## config.mk

```make
export PLATFORM = sky130hd
export DESIGN_NAME = speed_command_frame_parser_core
export DESIGN_NICKNAME = d
export VERILOG_FILES = /design/src/design/scfp_pkg.sv /design/src/design/speed_command_frame_parser_core.sv /design/src/design/scfp_frame_tracker.sv
export SDC_FILE = /design/constraint.sdc
export NUM_CORES = 1
export LEC_CHECK = 0
export BUFFER_PORTS_ARGS = -buffer_cell sky130_fd_sc_hd__buf_2
export CAP_MARGIN = 20
export CORE_ASPECT_RATIO = 0.6
export CORE_MARGIN = 2
export CORE_UTILIZATION = 37
export CTS_CLUSTER_SIZE = 30
export DETAILED_ROUTE_END_ITERATION = 12
export PLACE_DENSITY_LB_ADDON = 0.15
export SYNTH_ARGS = -nofsm -noshare
export SYNTH_HDL_FRONTEND = slang
export SYNTH_SLANG_ARGS = --single-unit
```

## constraint.sdc

```tcl
create_clock -name clock -period 6.52 [get_ports clock]
set_clock_uncertainty 0.1 [all_clocks]
set_input_delay 1.304 -clock clock [delete_from_list [all_inputs] [get_ports clock]]
set_output_delay 1.304 -clock clock [all_outputs]
set_load 0.005 [all_outputs]
```

## src/design/scfp_pkg.sv

```systemverilog
package scfp_pkg;

   // Largest frame, header through trailer, that the frame store takes.
   localparam int unsigned MAX_FRAME_BYTES = 20;

   // Frame positions and accepted lengths both stay below 32.
   localparam int unsigned POS_W = 5;

   localparam logic [7:0] HDR_FIRST  = 8'hAE;
   localparam logic [7:0] HDR_SECOND = 8'hEA;
   localparam logic [7:0] TRL_FIRST  = 8'hEF;
   localparam logic [7:0] TRL_SECOND = 8'hFE;
   localparam logic [7:0] SPEED_CMD  = 8'hE3;

   // Frame position of the command byte, and counts of the stored payload bytes and of the kept speed bytes.
   localparam int unsigned CMD_POS     = 3;
   localparam int unsigned PAYLOAD_CNT = 5;
   localparam int unsigned KEPT_CNT    = 4;

   typedef struct packed {
      logic [7:0]         frame_command;
      logic signed [15:0] speed_left;
      logic signed [15:0] speed_right;
      logic               speed_valid;
   } scfp_result_type;

endpackage

```

## src/design/speed_command_frame_parser_core.sv

```systemverilog
// Speed command frame parser. Each input transfer carries one byte received
// from the serial link; the bytes AE EA in a row start a frame from any state,
// followed by a length byte L, L-1 more bytes and the trailer EF FE. When the
// trailer completes, one result transfer carries the command byte at frame
// position 3 and two big-endian signed speeds from positions 4 to 7; the speeds
// are nonzero only for the speed command E3. Speed bytes at the trailer of a
// short frame take the trailer bytes, and those past it repeat those of the
// last completed frame. Any unexpected byte, or a length that would not fit a
// 20-byte frame, drops the frame without a result; the checksum is not checked.
// The frame state is updated at the edge that accepts the byte, and a finished
// result is loaded into the output register at that same edge. A new byte is
// accepted in every cycle in which the output register is empty or its result
// is taken, so throughput is one byte per clock unless the result side stalls.
module speed_command_frame_parser_core (
   input  logic               clock,
   input  logic               reset,
   input  logic               req_valid,
   output logic               req_ready,
   input  logic [7:0]         req_rx_byte,
   output logic               rsp_valid,
   input  logic               rsp_ready,
   output logic [7:0]         rsp_frame_command,
   output logic signed [15:0] rsp_speed_left,
   output logic signed [15:0] rsp_speed_right,
   output logic               rsp_speed_valid
);
   import scfp_pkg::*;

   logic            req_transfer;
   logic            frame_done;
   scfp_result_type frame_result;

   logic            rsp_valid_ff, rsp_valid_in;
   scfp_result_type rsp_data_ff, rsp_data_in;

   // The output register may be refilled in the same cycle its result leaves.
   assign req_ready    = !rsp_valid_ff || rsp_ready;
   assign req_transfer = req_valid && req_ready;

   scfp_frame_tracker u_tracker (
      .clock       (clock),
      .reset       (reset),
      .byte_strobe (req_transfer),
      .rx_byte     (req_rx_byte),
      .done        (frame_done),
      .result      (frame_result)
   );

   always_comb begin
      rsp_valid_in = rsp_valid_ff;
      rsp_data_in  = rsp_data_ff;
      if (rsp_valid_ff && rsp_ready) begin
         rsp_valid_in = 1'b0;
      end
      // A completed frame always finds the output register free, since bytes
      // are only taken when it is empty or draining.
      if (frame_done) begin
         rsp_valid_in = 1'b1;
         rsp_data_in  = frame_result;
      end
   end

   always_ff @(posedge clock) begin
      if (reset) begin
         rsp_valid_ff <= 1'b0;
      end else begin
         rsp_valid_ff <= rsp_valid_in;
      end
   end

   // The result payload needs no reset; it is qualified by the valid flag.
   always_ff @(posedge clock) begin
      rsp_data_ff <= rsp_data_in;
   end

   assign rsp_valid         = rsp_valid_ff;
   assign rsp_frame_command = rsp_data_ff.frame_command;
   assign rsp_speed_left    = rsp_data_ff.speed_left;
   assign rsp_speed_right   = rsp_data_ff.speed_right;
   assign rsp_speed_valid   = rsp_data_ff.speed_valid;

endmodule

```

## src/design/scfp_frame_tracker.sv

```systemverilog
module scfp_frame_tracker (
   input  logic                     clock,
   input  logic                     reset,
   input  logic                     byte_strobe,
   input  logic [7:0]               rx_byte,
   output logic                     done,
   output scfp_pkg::scfp_result_type result
);
   import scfp_pkg::*;

   logic [7:0]       previous_byte_ff, previous_byte_in;
   logic             in_frame_ff, in_frame_in;
   logic [POS_W-1:0] position_ff, position_in;
   logic [POS_W-1:0] length_ff, length_in;
   logic [7:0]       current_ff [PAYLOAD_CNT];
   logic [7:0]       current_in [PAYLOAD_CNT];
   logic [7:0]       kept_ff [KEPT_CNT];
   logic [7:0]       kept_in [KEPT_CNT];

   logic             header_seen;
   logic             length_too_big;
   logic [POS_W:0]   pos_ext;
   logic [POS_W:0]   trl_first_pos;
   logic [POS_W:0]   trl_second_pos;
   logic             store_byte;
   logic             finish;
   logic [POS_W:0]   last_pos;

   always_comb begin
      header_seen    = (previous_byte_ff == HDR_FIRST) && (rx_byte == HDR_SECOND);
      length_too_big = ({1'b0, rx_byte} + 9'd4) > 9'(MAX_FRAME_BYTES);
      pos_ext        = {1'b0, position_ff};
      trl_first_pos  = {1'b0, length_ff} + (POS_W+1)'(2);
      trl_second_pos = {1'b0, length_ff} + (POS_W+1)'(3);
      last_pos       = trl_second_pos;

      previous_byte_in = rx_byte;
      in_frame_in      = in_frame_ff;
      position_in      = position_ff;
      length_in        = length_ff;
      store_byte       = 1'b0;
      finish           = 1'b0;

      if (header_seen) begin
         in_frame_in = 1'b1;
         position_in = POS_W'(2);
      end else if (!in_frame_ff) begin
         position_in = '0;
      end else if (position_ff == POS_W'(2)) begin
         // Only frames whose length fits the frame store go on, so the
         // narrow length register is enough.
         length_in = rx_byte[POS_W-1:0];
         if (length_too_big) begin
            in_frame_in = 1'b0;
            position_in = '0;
         end else begin
            position_in = POS_W'(3);
         end
      end else if (pos_ext < trl_first_pos) begin
         store_byte = 1'b1;
      end else if ((pos_ext == trl_first_pos) && (rx_byte == TRL_FIRST)) begin
         store_byte = 1'b1;
      end else if ((pos_ext == trl_second_pos) && (rx_byte == TRL_SECOND)) begin
         store_byte = 1'b1;
         finish     = 1'b1;
      end else begin
         in_frame_in = 1'b0;
         position_in = '0;
      end

      if (store_byte) begin
         position_in = position_ff + POS_W'(1);
      end
      if (finish) begin
         in_frame_in = 1'b0;
         position_in = '0;
      end

      for (int i = 0; i < PAYLOAD_CNT; i++) begin
         current_in[i] = current_ff[i];
         if (store_byte && (position_ff == POS_W'(CMD_POS + i))) begin
            current_in[i] = rx_byte;
         end
      end

      // Speed bytes past a short frame's trailer keep the older value.
      for (int i = 0; i < KEPT_CNT; i++) begin
         kept_in[i] = kept_ff[i];
         if (finish && ((POS_W+1)'(CMD_POS + 1 + i) <= last_pos)) begin
            kept_in[i] = current_in[i+1];
         end
      end

      result.frame_command = current_in[0];
      result.speed_valid   = (current_in[0] == SPEED_CMD);
      if (result.speed_valid) begin
         result.speed_left  = {kept_in[0], kept_in[1]};
         result.speed_right = {kept_in[2], kept_in[3]};
      end else begin
         result.speed_left  = '0;
         result.speed_right = '0;
      end
      done = byte_strobe && finish;
   end

   always_ff @(posedge clock) begin
      if (reset) begin
         previous_byte_ff <= '0;
         in_frame_ff      <= 1'b0;
         position_ff      <= '0;
         length_ff        <= '0;
         for (int i = 0; i < PAYLOAD_CNT; i++) begin
            current_ff[i] <= '0;
         end
         for (int i = 0; i < KEPT_CNT; i++) begin
            kept_ff[i] <= '0;
         end
      end else if (byte_strobe) begin
         previous_byte_ff <= previous_byte_in;
         in_frame_ff      <= in_frame_in;
         position_ff      <= position_in;
         length_ff        <= length_in;
         current_ff       <= current_in;
         kept_ff          <= kept_in;
      end
   end

endmodule
```

==> metrics.md <==
| Metric | Value |
|---|---|
| Status | complete, no violations |
| Antenna Cells | 0 |
| Internal power | 0.001448 W |
| Dpl cells | 904 |
| CP Cell Sequence | buf_2 -> inv_1 -> ha_1 -> nor3b_1 -> nand4_1 -> and3_1 -> nand2_2 -> or2_2 -> nor2_4 -> buf_4 |
| Syn Inst Count | 661 |
| Total gr overflow | 0 |
| WP data required | 6.51 ns |
| Routability-driven placement congestion ratio | 0.8497 |
| Routed vias | 4896 |
| Post-Route WL | 16.17 mm |
| Layout cells sized above 1 | 18.47% |
| Slew Limit Headroom | 25.62% |
| Post-layout util | 43.42% |
| CTS resizes | 0 |
| Switch Pwr | 0.0004332 W |
| Synthesized Nets | 689 |
| Max Root-Sink Buffers | 2 |
| Clock power frac | 52.5% |
| TNS Setup | 0 ns |
| # nets final | 719 |
| Post-synth ARST share | 0% |
| Cell Area, Placed | 6740 µm² |
| Sw frac | 23.03% |
| Filler Cell Count | 1665 |
| Area of the multi-input gates | 3028 µm² |
| Detail-routed via count per cell | 5.220 |
| Die Wd | 173.3 µm |
| Final Cycle Share | 67.07% |
| Post-synth top flop | dfxtp_1 |
| CP bufs+invs | 3 |
| Crit path kind | primary input to flip-flop |
| Detail Route Antenna Nets | 0 |
| HPWL Detailed | 10.98 mm |
| Design Power | 0.001881 W |
| Tmin final | 4.373 ns |
| Leakage power | 2.772 nW |
| CP endpoint kind | flip-flop |
| Worst Setup SP | req_rx_byte[2] |
| I/O Buffers | 54 |
| Number of buffers created by CTS | 17 |
| Hold-fix buffers, CTS | 0 |
| Synth warnings | 0 |
| Worst skew pair latency | 0.42 ns |
| Post-synth EDFFs | 41 |
| Number of max-cap violations | 0 |
| H-tree levels | 4 |
| Slowest cell delay on critical path | 0.47 ns |
| Post-synthesis register bit count | 133 |
| Crit path DAT | 4.36 ns |
| Drt pass-1 iters | 5 |
| FMAX | 228.7 MHz |
| Sequential cell area | 3073 µm² |
| CTS tree | yes |
| Sequential element share of the synthesized area | 48.30% |
| Sequential share of power | 45.3% |
| Endpoints failing setup | 0 |
| CP startpoint kind | primary input |
| Hold path start | u_tracker.previous_byte_ff[6]$_SDFFE_PP0P_ |
| Clk sinks | 133 |
| Largest net degree at the start of global routing | 54 |
| Total track usage | 18.31% |
| First-pass GRT wire length | 25.85 mm |
| Syn avg cell area | 9.625 µm² |
| Slowest cell on the critical path | nor2_4 |
| Crit-path max FO | 23 |
| Maximum vdd ir drop | 0.1354 mV |
| Synth Cell Area | 6362 µm² |
| Final hold violation count | 0 |
| Vias in the first global route | 4658 |
| Final Cell Area | 7377 µm² |
| Root Driver | clkbuf_16 |
| Comb pwr share | 2.3% |
| Post CTS Setup Buffer Count | 0 |
| Non-filler cells, final | 938 |
| WL per Instance | 17.24 µm |
| Top Family by Delay on Critical Path | simple AND/OR/NAND/NOR gates |
| PwrDens | 255.0 nW/µm² |
| Core area | 16990 µm² |
| Clock-pin slew on the worst setup and hold paths | 0.06 ns |
| Die area | 18300 µm² |
| HP Class | flip-flop to flip-flop |
| Boundary pin count | 55 |
| Die Span Y | 105.6 µm |
| # rows | 37 |
| R2r startpoint | u_tracker.length_ff[2]$_SDFFE_PP0P_ |
| RSZ-0062 raised after global routing | no |
| DRT iter0 DRCs | 387 |
| Final max-slew violation count | 0 |
| Area delta synth->final | 15.95% |
| Initial Util | 37.45% |
| Antenna violations before repair | 0 |
| DRC viols | 0 |
| Worst-Margin Slew | 1.114 ns |
| Yosys cell types | 56 |
-- power groups by stage --
| stage | Clock, W | Sequential [W] | Combinational [W] |
|---|---|---|---|
| global placement | 0 | 0.000869 | 0.0000424 |
| global route | 0.00104 | 0.000851 | 0.0000468 |
| detailed placement | 0 | 0.000870 | 0.0000431 |
| CTS | 0.00100 | 0.000851 | 0.0000432 |
| floorplan | 0 | 0.000869 | 0.0000267 |
| finish | 0.000987 | 0.000851 | 0.0000430 |
-- cell usage in the layout, fill, tap and decap left out, types with 4 or more instances in the layout --
| cell | synthesis | final |
|---|---|---|
| buf_2 | 21 | 55 |
| a211oi_1 | 22 | 22 |
| clkbuf_16 | 0 | 17 |
| nand2_1 | 32 | 32 |
| a21oi_1 | 26 | 26 |
| nand3_1 | 18 | 18 |
| nor3b_1 | 4 | 4 |
| nand3b_1 | 11 | 11 |
| dfxtp_1 | 92 | 92 |
| mux2_2 | 6 | 6 |
| buf_4 | 3 | 5 |
| inv_1 | 11 | 11 |
| edfxtp_1 | 41 | 41 |
| or3_1 | 4 | 4 |
| mux2i_1 | 58 | 57 |
| o21ai_0 | 4 | 4 |
| xnor2_1 | 4 | 4 |
| nor3_2 | 6 | 6 |
| nand4_1 | 4 | 4 |
| and3_1 | 5 | 5 |
| inv_6 | 0 | 4 |
| ha_1 | 16 | 16 |
| nor3_1 | 77 | 77 |
| nor2_1 | 113 | 112 |
-- logic make-up after synthesis --
logic type	share of synthesized area [%]
adders and majority gates	3.146
muxes	10.19
AOI/OAI and AO/OA	8.791
and+or+nand+nor	24.19
DFF	48.30
xor gates and xnor gates	0.9636
buffers and inverters	4.425
-- flip-flops by register name, summed over array words and instances (netlist names) --
| signal | flops |
|---|---|
| u_tracker.current_ff | 40 |
| u_tracker.previous_byte_ff | 8 |
| rsp_frame_command | 8 |
| rsp_speed_valid | 1 |
| u_tracker.kept_ff | 32 |
| rsp_speed_right | 16 |
| u_tracker.position_ff | 5 |
| u_tracker.length_ff | 5 |
| rsp_valid | 1 |
| rsp_speed_left | 16 |
| u_tracker.in_frame_ff | 1 |
-- synth_stat cells, drive strengths merged, types with 3 or more instances --
| cell type | count | share of area [%] |
|---|---|---|
| xnor2 | 4 | 0.55 |
| a21oi | 29 | 2.5 |
| nor3 | 83 | 7.0 |
| nand2 | 33 | 2.0 |
| a211oi | 23 | 2.8 |
| nand4 | 4 | 0.39 |
| clkbuf | 24 | 1.4 |
| dfxtp | 92 | 29 |
| edfxtp | 41 | 19 |
| a31o | 3 | 0.41 |
| nand2b | 3 | 0.30 |
| xor2 | 3 | 0.41 |
| inv | 11 | 0.65 |
| mux2i | 58 | 9.1 |
| mux2 | 6 | 1.1 |
| nor4 | 5 | 1.3 |
| or3 | 4 | 0.39 |
| or4 | 5 | 0.77 |
| nor2b | 3 | 0.30 |
| ha | 16 | 3.1 |
| nand3 | 19 | 1.7 |
| a211o | 3 | 0.41 |
| nor3b | 4 | 0.47 |
| nor2 | 113 | 6.7 |
| buf | 26 | 2.4 |
| nand3b | 11 | 1.3 |
| o21ai | 7 | 0.73 |
| and3 | 5 | 0.49 |
-- cell type report --
type / count / area share [%]
Multi-Input combinational cell: 467 / 41.04
Sequential cell: 133 / 41.66
Tap cell: 234 / 3.969
Clock buffer: 19 / 6.004
Inverter: 11 / 0.5597
Clock inverter: 13 / 2.154
Timing Repair Buffer: 61 / 4.613
-- worst paths after layout --
path	endpoint	slack [ns]	cells after the start
setup / recovery	rsp_speed_right[0]$_SDFFCE_PP0P_	2.15	10
hold / removal	u_tracker.previous_byte_ff[6]$_SDFFE_PP0P_	0.36	2
setup reg to reg	rsp_speed_left[6]$_SDFFCE_PP0P_	2.32	11
hold reg to reg	u_tracker.previous_byte_ff[6]$_SDFFE_PP0P_	0.36	2
-- through the flow --
stage | hold WS, ns | worst slack (ns)
finish | 0.3559 | 2.147
global route | 0.3774 | 1.891
CTS | 0.3550 | 1.971
detailed placement | 0.3464 | 1.566
global placement | 0.3393 | 1.666
floorplan | 0.3312 | 1.157
-- worst register-to-register path: stages, from the launching register on --
cell and delay (ns):
dfxtp_1 0.64, ha_1 0.36, xnor2_1 0.10, ha_1 0.30
and3_1 0.18, o21ai_0 0.10, nand3_1 0.20, and3_1 0.55
a21o_1 0.48, mux2i_4 0.63, buf_16 0.23, nor3_1 0.09
-- routing by layer --
metal  track usage, %  routed length (µm)  vias up
li1                 -                   -     2424
met1            26.80                8477     2342
met2            26.51                6626      119
met3            4.618                 926       11
met4            5.266                 136        0
met5                0                   0        -
(Power assumes the default switching activity.)
